**config.mk**
```make
export PLATFORM = sky130hd
export DESIGN_NAME = ray_ground_classifier
export DESIGN_NICKNAME = d
export VERILOG_FILES = /design/src/hw/rtl/rgc_pkg.sv /design/src/hw/rtl/rgc_front.sv /design/src/hw/rtl/rgc_queue.sv /design/src/hw/rtl/rgc_back.sv /design/src/hw/rtl/ray_ground_classifier.sv
export VERILOG_INCLUDE_DIRS = /design/src /design/src/hw/rtl
export SDC_FILE = /design/constraint.sdc
export NUM_CORES = 2
export LEC_CHECK = 0
export BUFFER_PORTS_ARGS = -buffer_cell sky130_fd_sc_hd__buf_2
export CAP_MARGIN = 30
export CORE_MARGIN = 3
export CORE_UTILIZATION = 53
export CTS_BUF_LIST = sky130_fd_sc_hd__clkbuf_8 sky130_fd_sc_hd__clkbuf_16
export DETAILED_ROUTE_END_ITERATION = 6
export PLACE_DENSITY = 0.69
export SLEW_MARGIN = 0
export SYNTH_ARGS = -nofsm -noshare
export SYNTH_HDL_FRONTEND = slang
export SYNTH_HIERARCHICAL = 1
export SYNTH_SLANG_ARGS = --single-unit
```
**constraint.sdc**
```tcl
create_clock -name i_clk -period 11.2 [get_ports i_clk]
set_input_delay 0.56 -clock i_clk [delete_from_list [all_inputs] [get_ports i_clk]]
set_output_delay 0.56 -clock i_clk [all_outputs]
set_load 0.05 [all_outputs]
```
**src/hw/rtl/ray_ground_classifier_macros.svh**
```systemverilog
// assertion macros for the ray ground classifier
`ifndef RAY_GROUND_CLASSIFIER_MACROS_SVH
`define RAY_GROUND_CLASSIFIER_MACROS_SVH

// same-cycle implication, checked out of reset
`define RGC_ASSERT_NOW(label, clk, rst_n, ante, cons, msg) \
    label: assert property (@(posedge clk) disable iff (!(rst_n)) (ante) |-> (cons)) \
        else $error(msg);

// next-cycle implication, checked out of reset
`define RGC_ASSERT_NEXT(label, clk, rst_n, ante, cons, msg) \
    label: assert property (@(posedge clk) disable iff (!(rst_n)) (ante) |=> (cons)) \
        else $error(msg);

`endif

```
**src/hw/rtl/rgc_pkg.sv**
```systemverilog
// shared types and constants of the ray ground classifier
package rgc_pkg;

    localparam int IDX_W      = 17;
    localparam int RAD_W      = 18;
    localparam int H_W        = 16;
    localparam int TAN_W      = 16;
    localparam int WIN_W      = 15;
    localparam int CFG_IDX_W  = 3;
    localparam int CFG_DATA_W = 18;
    localparam int QUEUE_DEPTH = 8;

    localparam logic [WIN_W-1:0] H_MAX = 15'd32767;

    localparam logic [TAN_W-1:0] RST_TAN_LOCAL   = 16'd9210;
    localparam logic [TAN_W-1:0] RST_TAN_GENERAL = 16'd5734;
    localparam logic [WIN_W-1:0] RST_MIN_WINDOW  = 15'd50;
    localparam logic [RAD_W-1:0] RST_RING        = 18'd10;
    localparam logic [RAD_W-1:0] RST_GAP         = 18'd200;
    localparam logic [WIN_W-1:0] RST_SENSOR      = 15'd1750;

    typedef enum logic [CFG_IDX_W-1:0] {
        CFG_TAN_LOCAL   = 3'd0,
        CFG_TAN_GENERAL = 3'd1,
        CFG_MIN_WINDOW  = 3'd2,
        CFG_RING        = 3'd3,
        CFG_GAP         = 3'd4,
        CFG_SENSOR      = 3'd5
    } t_cfg_idx;

    typedef struct packed {
        logic [TAN_W-1:0] tan_local;
        logic [TAN_W-1:0] tan_general;
        logic [WIN_W-1:0] min_window;
        logic [RAD_W-1:0] ring;
        logic [RAD_W-1:0] gap;
        logic [WIN_W-1:0] sensor;
    } t_cfg;

    typedef struct packed {
        logic [IDX_W-1:0] idx;
        logic             first;
        logic             in_local;
        logic             in_general;
        logic             reclass;
    } t_q_entry;

    typedef struct packed {
        logic empty;
        logic full;
    } t_q_stat;

endpackage

```
**src/hw/rtl/rgc_front.sv**
```systemverilog
// front pipeline: takes points, computes thresholds and window flags
module rgc_front #(
    parameter int QueueDepth = rgc_pkg::QUEUE_DEPTH
) (
    input  logic                                 i_clk,
    input  logic                                 i_rst_n,
    input  rgc_pkg::t_cfg                        i_cfg,
    input  logic                                 i_push,
    input  logic                                 i_first,
    input  logic [rgc_pkg::RAD_W-1:0]            i_radius,
    input  logic signed [rgc_pkg::H_W-1:0]       i_height,
    input  logic [rgc_pkg::IDX_W-1:0]            i_index,
    output logic                                 o_full,
    input  logic                                 i_q_rd,
    output logic                                 o_q_wr,
    output rgc_pkg::t_q_entry                    o_q_wdata
);
    localparam int CntW  = $clog2(QueueDepth + 1);
    localparam int DW    = rgc_pkg::RAD_W + 1;
    localparam int ProdW = rgc_pkg::TAN_W + rgc_pkg::RAD_W;
    localparam int SumW  = rgc_pkg::H_W + 2;

    logic [CntW-1:0]                   r_cnt;
    logic [rgc_pkg::RAD_W-1:0]         r_last_r;
    logic signed [rgc_pkg::H_W-1:0]    r_last_h;

    logic                              r_s1_vld;
    logic signed [DW-1:0]              r_s1_d;
    logic signed [rgc_pkg::H_W-1:0]    r_s1_h;
    logic signed [rgc_pkg::H_W-1:0]    r_s1_lh;
    logic [rgc_pkg::IDX_W-1:0]         r_s1_idx;
    logic                              r_s1_first;
    logic [rgc_pkg::RAD_W-1:0]         r_s1_rad;

    logic                              r_s2_vld;
    logic [rgc_pkg::RAD_W-1:0]         r_s2_pl;
    logic [rgc_pkg::RAD_W-1:0]         r_s2_pg;
    logic signed [DW-1:0]              r_s2_d;
    logic signed [rgc_pkg::H_W-1:0]    r_s2_h;
    logic signed [rgc_pkg::H_W-1:0]    r_s2_lh;
    logic [rgc_pkg::IDX_W-1:0]         r_s2_idx;
    logic                              r_s2_first;

    logic                              accept;
    logic [CntW-1:0]                   n_cnt;
    logic signed [rgc_pkg::H_W-1:0]    ground_z;
    logic [rgc_pkg::RAD_W-1:0]         eff_lr;
    logic signed [rgc_pkg::H_W-1:0]    eff_lh;
    logic signed [DW-1:0]              n_d;
    logic signed [DW-1:0]              neg_d;
    logic [rgc_pkg::RAD_W-1:0]         abs_d;
    logic [ProdW-1:0]                  prod_l;
    logic [ProdW-1:0]                  prod_g;
    logic [rgc_pkg::WIN_W-1:0]         mag_l;
    logic [rgc_pkg::WIN_W-1:0]         mag_g;
    logic signed [rgc_pkg::H_W-1:0]    t_raw;
    logic signed [rgc_pkg::H_W-1:0]    t_fin;
    logic signed [rgc_pkg::H_W-1:0]    min_s;
    logic                              over_ring;
    logic                              over_gap;
    logic signed [SumW-1:0]            h_e;
    logic signed [SumW-1:0]            lh_e;
    logic signed [SumW-1:0]            t_e;
    logic signed [SumW-1:0]            gz_e;
    logic signed [SumW-1:0]            g_e;

    assign o_full = (r_cnt == CntW'(QueueDepth));
    assign accept = i_push && !o_full;

    // credits cover every item between input and queue read
    always_comb begin
        n_cnt = r_cnt;
        case ({accept, i_q_rd})
            2'b10:   n_cnt = r_cnt + CntW'(1);
            2'b01:   n_cnt = r_cnt - CntW'(1);
            default: n_cnt = r_cnt;
        endcase
    end

    // stage one: step from the previous point of the ray
    assign ground_z = -$signed({1'b0, i_cfg.sensor});
    assign eff_lr   = i_first ? '0 : r_last_r;
    assign eff_lh   = i_first ? ground_z : r_last_h;
    assign n_d      = $signed({1'b0, i_radius}) - $signed({1'b0, eff_lr});

    always_ff @(posedge i_clk) begin
        if (!i_rst_n) begin
            r_cnt    <= '0;
            r_last_r <= '0;
            r_last_h <= '0;
            r_s1_vld <= 1'b0;
            r_s2_vld <= 1'b0;
        end else begin
            r_cnt    <= n_cnt;
            r_s1_vld <= accept;
            r_s2_vld <= r_s1_vld;
            if (accept) begin
                r_last_r <= i_radius;
                r_last_h <= i_height;
            end
        end
    end

    always_ff @(posedge i_clk) begin
        if (accept) begin
            r_s1_d     <= n_d;
            r_s1_h     <= i_height;
            r_s1_lh    <= eff_lh;
            r_s1_idx   <= i_index;
            r_s1_first <= i_first;
            r_s1_rad   <= i_radius;
        end
    end

    // stage two: slope products
    assign neg_d  = -r_s1_d;
    assign abs_d  = r_s1_d[DW-1] ? neg_d[rgc_pkg::RAD_W-1:0] : r_s1_d[rgc_pkg::RAD_W-1:0];
    assign prod_l = ProdW'(i_cfg.tan_local) * ProdW'(abs_d);
    assign prod_g = ProdW'(i_cfg.tan_general) * ProdW'(r_s1_rad);

    always_ff @(posedge i_clk) begin
        if (r_s1_vld) begin
            r_s2_pl    <= prod_l[ProdW-1:rgc_pkg::TAN_W];
            r_s2_pg    <= prod_g[ProdW-1:rgc_pkg::TAN_W];
            r_s2_d     <= r_s1_d;
            r_s2_h     <= r_s1_h;
            r_s2_lh    <= r_s1_lh;
            r_s2_idx   <= r_s1_idx;
            r_s2_first <= r_s1_first;
        end
    end

    // stage three: saturation, minimum and window tests
    assign mag_l = (r_s2_pl > rgc_pkg::RAD_W'(rgc_pkg::H_MAX)) ?
                   rgc_pkg::H_MAX : r_s2_pl[rgc_pkg::WIN_W-1:0];
    assign mag_g = (r_s2_pg > rgc_pkg::RAD_W'(rgc_pkg::H_MAX)) ?
                   rgc_pkg::H_MAX : r_s2_pg[rgc_pkg::WIN_W-1:0];
    assign t_raw = r_s2_d[DW-1] ? -$signed({1'b0, mag_l}) : $signed({1'b0, mag_l});
    assign min_s = $signed({1'b0, i_cfg.min_window});
    assign over_ring = r_s2_d > $signed({1'b0, i_cfg.ring});
    assign over_gap  = r_s2_d > $signed({1'b0, i_cfg.gap});
    assign t_fin = (over_ring && (t_raw < min_s)) ? min_s : t_raw;

    assign h_e  = SumW'(r_s2_h);
    assign lh_e = SumW'(r_s2_lh);
    assign t_e  = SumW'(t_fin);
    assign gz_e = -$signed({3'b000, i_cfg.sensor});
    assign g_e  = $signed({3'b000, mag_g});

    assign o_q_wr = r_s2_vld;

    always_comb begin
        o_q_wdata.idx        = r_s2_idx;
        o_q_wdata.first      = r_s2_first;
        o_q_wdata.in_local   = (h_e <= lh_e + t_e) && (h_e >= lh_e - t_e);
        o_q_wdata.in_general = (h_e <= gz_e + g_e) && (h_e >= gz_e - g_e);
        o_q_wdata.reclass    = over_gap && (h_e <= gz_e + t_e) && (h_e >= gz_e - t_e);
    end

endmodule

```
**src/hw/rtl/rgc_queue.sv**
```systemverilog
// small queue between the front and the back
module rgc_queue #(
    parameter int QueueDepth = rgc_pkg::QUEUE_DEPTH
) (
    input  logic               i_clk,
    input  logic               i_rst_n,
    input  logic               i_wr,
    input  rgc_pkg::t_q_entry  i_wdata,
    input  logic               i_rd,
    output rgc_pkg::t_q_entry  o_rdata,
    output rgc_pkg::t_q_stat   o_stat
);
    localparam int PtrW = $clog2(QueueDepth);
    localparam int CntW = $clog2(QueueDepth + 1);

    rgc_pkg::t_q_entry r_mem [QueueDepth];
    logic [PtrW-1:0]   r_wr_ptr;
    logic [PtrW-1:0]   r_rd_ptr;
    logic [CntW-1:0]   r_count;
    logic [CntW-1:0]   n_count;

    assign o_stat.empty = (r_count == '0);
    assign o_stat.full  = (r_count == CntW'(QueueDepth));
    assign o_rdata      = r_mem[r_rd_ptr];

    always_comb begin
        n_count = r_count;
        case ({i_wr, i_rd})
            2'b10:   n_count = r_count + CntW'(1);
            2'b01:   n_count = r_count - CntW'(1);
            default: n_count = r_count;
        endcase
    end

    always_ff @(posedge i_clk) begin
        if (!i_rst_n) begin
            r_wr_ptr <= '0;
            r_rd_ptr <= '0;
            r_count  <= '0;
        end else begin
            r_count <= n_count;
            if (i_wr) begin
                r_wr_ptr <= (r_wr_ptr == PtrW'(QueueDepth - 1)) ? '0 : r_wr_ptr + PtrW'(1);
            end
            if (i_rd) begin
                r_rd_ptr <= (r_rd_ptr == PtrW'(QueueDepth - 1)) ? '0 : r_rd_ptr + PtrW'(1);
            end
        end
    end

    always_ff @(posedge i_clk) begin
        if (i_wr) begin
            r_mem[r_wr_ptr] <= i_wdata;
        end
    end

endmodule

```
**src/hw/rtl/rgc_back.sv**
```systemverilog
// back end: chains the ground label along the ray and holds the result
module rgc_back (
    input  logic                       i_clk,
    input  logic                       i_rst_n,
    input  rgc_pkg::t_q_entry          i_q_rdata,
    input  rgc_pkg::t_q_stat           i_q_stat,
    output logic                       o_q_rd,
    input  logic                       i_pop,
    output logic                       o_empty,
    output logic [rgc_pkg::IDX_W-1:0]  o_index,
    output logic                       o_is_ground
);
    logic                      r_vld;
    logic                      r_last_g;
    logic [rgc_pkg::IDX_W-1:0] r_idx;
    logic                      r_ground;
    logic                      prev_g;
    logic                      ground;

    assign o_q_rd = !i_q_stat.empty && (!r_vld || i_pop);
    assign prev_g = i_q_rdata.first ? 1'b0 : r_last_g;
    assign ground = i_q_rdata.in_local ? (prev_g || i_q_rdata.in_general) : i_q_rdata.reclass;

    always_ff @(posedge i_clk) begin
        if (!i_rst_n) begin
            r_vld    <= 1'b0;
            r_last_g <= 1'b0;
        end else begin
            if (o_q_rd) begin
                r_vld    <= 1'b1;
                r_last_g <= ground;
            end else if (i_pop) begin
                r_vld <= 1'b0;
            end
        end
    end

    always_ff @(posedge i_clk) begin
        if (o_q_rd) begin
            r_idx    <= i_q_rdata.idx;
            r_ground <= ground;
        end
    end

    assign o_empty     = !r_vld;
    assign o_index     = r_idx;
    assign o_is_ground = r_ground;

endmodule

```
**src/hw/rtl/ray_ground_classifier.sv**
```systemverilog
// top level of the ray ground classifier: config registers, front, queue, back
//
//  channel | direction | transfer when          | payload
//  input   | in        | push & !full           | first_of_ray, radius_mm, height_mm, point_index
//  result  | out       | pop & !empty           | out_index, is_ground
//  config  | in        | cfg_valid & cfg_ready  | cfg_index, cfg_data
//
// one point per cycle sustained while full stays low; a point reaches the result ports through
// the stage-one register, the product register, the queue write and the result register
// full rises once QUEUE_DEPTH points sit between the input and the back end
// a stalled result side fills the queue and then holds off the input; nothing is dropped
// synchronous active-low reset clears the ray state and restores register defaults
`include "ray_ground_classifier_macros.svh"

module ray_ground_classifier #(
    parameter int QUEUE_DEPTH = rgc_pkg::QUEUE_DEPTH
) (
    input  logic                                i_clk,
    input  logic                                i_rst_n,
    input  logic                                push,
    output logic                                full,
    input  logic                                i_first_of_ray,
    input  logic [rgc_pkg::RAD_W-1:0]           i_radius_mm,
    input  logic signed [rgc_pkg::H_W-1:0]      i_height_mm,
    input  logic [rgc_pkg::IDX_W-1:0]           i_point_index,
    output logic                                empty,
    input  logic                                pop,
    output logic [rgc_pkg::IDX_W-1:0]           o_out_index,
    output logic                                o_is_ground,
    input  logic                                i_cfg_valid,
    output logic                                o_cfg_ready,
    input  logic [rgc_pkg::CFG_IDX_W-1:0]       i_cfg_index,
    input  logic [rgc_pkg::CFG_DATA_W-1:0]      i_cfg_data
);
    rgc_pkg::t_cfg     r_cfg;
    rgc_pkg::t_q_entry q_wdata;
    rgc_pkg::t_q_entry q_rdata;
    rgc_pkg::t_q_stat  q_stat;
    logic              q_wr;
    logic              q_rd;

    assign o_cfg_ready = 1'b1;

    always_ff @(posedge i_clk) begin
        if (!i_rst_n) begin
            r_cfg.tan_local   <= rgc_pkg::RST_TAN_LOCAL;
            r_cfg.tan_general <= rgc_pkg::RST_TAN_GENERAL;
            r_cfg.min_window  <= rgc_pkg::RST_MIN_WINDOW;
            r_cfg.ring        <= rgc_pkg::RST_RING;
            r_cfg.gap         <= rgc_pkg::RST_GAP;
            r_cfg.sensor      <= rgc_pkg::RST_SENSOR;
        end else if (i_cfg_valid && o_cfg_ready) begin
            unique case (rgc_pkg::t_cfg_idx'(i_cfg_index))
                rgc_pkg::CFG_TAN_LOCAL:   r_cfg.tan_local   <= i_cfg_data[rgc_pkg::TAN_W-1:0];
                rgc_pkg::CFG_TAN_GENERAL: r_cfg.tan_general <= i_cfg_data[rgc_pkg::TAN_W-1:0];
                rgc_pkg::CFG_MIN_WINDOW:  r_cfg.min_window  <= i_cfg_data[rgc_pkg::WIN_W-1:0];
                rgc_pkg::CFG_RING:        r_cfg.ring        <= i_cfg_data[rgc_pkg::RAD_W-1:0];
                rgc_pkg::CFG_GAP:         r_cfg.gap         <= i_cfg_data[rgc_pkg::RAD_W-1:0];
                rgc_pkg::CFG_SENSOR:      r_cfg.sensor      <= i_cfg_data[rgc_pkg::WIN_W-1:0];
                default: ;
            endcase
        end
    end

    rgc_front #(
        .QueueDepth (QUEUE_DEPTH)
    ) u_front (
        .i_clk     (i_clk),
        .i_rst_n   (i_rst_n),
        .i_cfg     (r_cfg),
        .i_push    (push),
        .i_first   (i_first_of_ray),
        .i_radius  (i_radius_mm),
        .i_height  (i_height_mm),
        .i_index   (i_point_index),
        .o_full    (full),
        .i_q_rd    (q_rd),
        .o_q_wr    (q_wr),
        .o_q_wdata (q_wdata)
    );

    rgc_queue #(
        .QueueDepth (QUEUE_DEPTH)
    ) u_queue (
        .i_clk   (i_clk),
        .i_rst_n (i_rst_n),
        .i_wr    (q_wr),
        .i_wdata (q_wdata),
        .i_rd    (q_rd),
        .o_rdata (q_rdata),
        .o_stat  (q_stat)
    );

    rgc_back u_back (
        .i_clk       (i_clk),
        .i_rst_n     (i_rst_n),
        .i_q_rdata   (q_rdata),
        .i_q_stat    (q_stat),
        .o_q_rd      (q_rd),
        .i_pop       (pop),
        .o_empty     (empty),
        .o_index     (o_out_index),
        .o_is_ground (o_is_ground)
    );

    // credits must keep the queue from overflowing
    `RGC_ASSERT_NOW(a_no_overflow, i_clk, i_rst_n, q_wr, !q_stat.full || q_rd, "queue overflow")
    // a queue write leaves something to read
    `RGC_ASSERT_NEXT(a_wr_fills, i_clk, i_rst_n, q_wr && !q_rd, !q_stat.empty, "queue lost a write")
    // a taken result is replaced at once when the queue holds more
    `RGC_ASSERT_NEXT(a_refill, i_clk, i_rst_n, pop && !empty && !q_stat.empty, !empty,
        "result slot not refilled")

endmodule

```
==> results by group <==
Status
  • Status: finished, final reports clean

Route
  • Routed WL per cell: 20.2 microns
  • DR vias/cell: 5.59
  • Final WL: 115 mm
  • Initial DRC Count: 2406
  • Antenna-violating nets left: 0
  • DR pass1 iterations: 5
  • Vias: 31834
  • # DRC: 0

CTS
  • CTS H-tree lvls: 2
  • Hold_buf cts: 0
  • CTS Root Cell: clkbuf_16
  • Num CTS Buffers: 57
  • Worst-path clk slew: 0.06 ns
  • Post-CTS Setup Inserts: 0
  • Post_cts resized: 0
  • TritonCTS Sinks: 531
  • Worst skew pair latency: 0.66 ns
  • CTS tree: yes
  • Worst-case clock buffer depth: 3

Finish
  • Synth-to-Final Area Change: 7.66%
  • Final nets: 5507
  • Multi-input gate area: 0.0293 sq mm
  • Fill cell count: 7340
  • Reg area: 0.0144 sq mm
  • Final Util: 0.578
  • Share of cells above drive strength 1: 0.0747

Die
  • Initial Util: 0.537
  • Die Wd: 303 microns
  • Placement Rows: 108
  • IO Count: 99
  • Core area: 0.0872 sq mm
  • DIE AREA: 0.0919 sq mm
  • Chip height: 303 microns

Synth
  • Synthesized instance count: 4463
  • Cell Area, Synth: 0.0468 sq mm
  • Avg Inst Size Synth: 10.5 sq um
  • Post-Syn Nets: 5481
  • YS warnings: 6

Global route
  • Met3 Use GR: 0.0367
  • Gr ovfl total: 0
  • GR met1 Demand/Resource: 0.361
  • Global routing's busiest layer: met2
  • Global routing usage on met2: 0.415
  • Total track usage: 0.255
  • Initial antenna violation count: 7
  • Largest net degree at the start of global routing: 81
  • First-pass GRT wire length: 182 mm
  • Vias in the first global route: 32732

Place
  • Detail Placement HPWL: 85.1 mm
  • Port Buffers: 97
  • Placer Congestion: 0.933
  • Pre-CTS WS: 2.05 ns

STA
  • Period utilisation layout: 0.823
  • Relative slew margins: 0.297
  • Tmin final: 9.22 ns
  • Final hold vios: 0
  • Final WS setup: 1.98 ns
  • # setup viols final: 0
  • RSZ-0062 raised after global routing: no
  • Setup TNS: 0 ns
  • Slew Limit Fails: 0
  • Worst Max-Slew Pin Slew: 1.04 ns
  • Fmax: 108 MHz
  • Skew final: 0.0721 ns

Critical path
  • Crit path kind: flip-flop to flip-flop
  • Worst path max stage delay: 0.68 ns
  • Crit Path Max Fanout: 29
  • CP dominant cell by count: a21oi_1
  • Buffers plus inverters on the worst setup path: 2
  • Crit end category: flip-flop
  • Delay-heaviest family, CP: compound AO/OA/AOI/OAI gates
  • CP arrival: 9.56 ns
  • Worst EP required: 11.54 ns
  • Crit-path slowest cell: or3_2
  • Critical Path Start Type: flip-flop

Job
  • Max Cap Viol: 0

Hold path
  • HP Class: primary input to flip-flop
==> through the flow <==
step / instances / area, sq um / hold WS [ns]
2_1_floorplan: 4463 / 46800 / 0.400
3_3_place_gp: 5582 / 48400 / 0.400
3_5_place_dp: 5585 / 48400 / 0.405
4_1_cts: 5693 / 50400 / 0.0370
5_1_grt: 5693 / 50400 / 0.0517
6_report: 5697 / 50400 / 0.0776
==> state kept, by name, indices dropped and copies added, names as in the netlist, 18 cells and up, named ones only <==
signal and cells:
u_front/r_s2_pl 18, u_front/r_s1_rad 18, u_front/r_s1_d 19, u_front/r_s2_pg 18
r_cfg 98, u_front/r_s2_d 19, u_queue/r_mem 168, u_front/r_last_r 18
==> path summary, 6_finish.rpt <==
kind	depth (start not counted)	slack, ns	endpoint	startpoint
worst max-delay path	37	1.98	u_queue/r_mem[3][0]	u_front/r_s2_pl[16]
worst min-delay path	1	0.08	u_front/r_s1_idx[15]	i_point_index[15]
worst max register to register	37	1.98	u_queue/r_mem[3][0]	u_front/r_s2_pl[16]
worst min register to register	0	0.42	u_front/r_s2_lh[15]	u_front/r_s1_lh[15]
==> cell type report <==
| class | count | share of cell area |
|---|---|---|
| Clock inverter | 51 | 0.0102 |
| Inverter | 635 | 0.0474 |
| Clock buffer | 57 | 0.0283 |
| Timing Repair Buffer | 145 | 0.0171 |
| Antenna cell | 4 | 0.000199 |
| Multi-Input combinational cell | 3119 | 0.582 |
| Tap cell | 1155 | 0.0287 |
| Sequential cell | 531 | 0.286 |
==> cells in the final DEF, fill, tap and decap left out, types with 21 or more instances in the layout <==
cell type	instances
a21boi_0	47
a21o_1	59
a21oi_1	141
and2_1	209
buf_2	96
buf_4	46
clkbuf_16	57
dfxtp_1	151
edfxtp_1	378
fa_1	450
ha_1	490
inv_1	642
mux2_2	52
mux2i_1	120
mux4_1	40
nand2_1	606
nand2b_1	67
nand4_1	21
nor2_1	118
nor2b_1	74
nor3_1	42
o21a_1	28
o21ai_0	83
o21bai_1	26
xnor2_1	116
xor2_1	44
==> metal layers <==
layer,wire (microns),vias up
li1,-,14910
met2,53200,1022
met5,41,-
met3,7850,201
met1,51200,15695
met4,2790,6
Power is not shown: default switching activity piles up to over one toggle a cycle in this logic, so the estimate is an artifact.
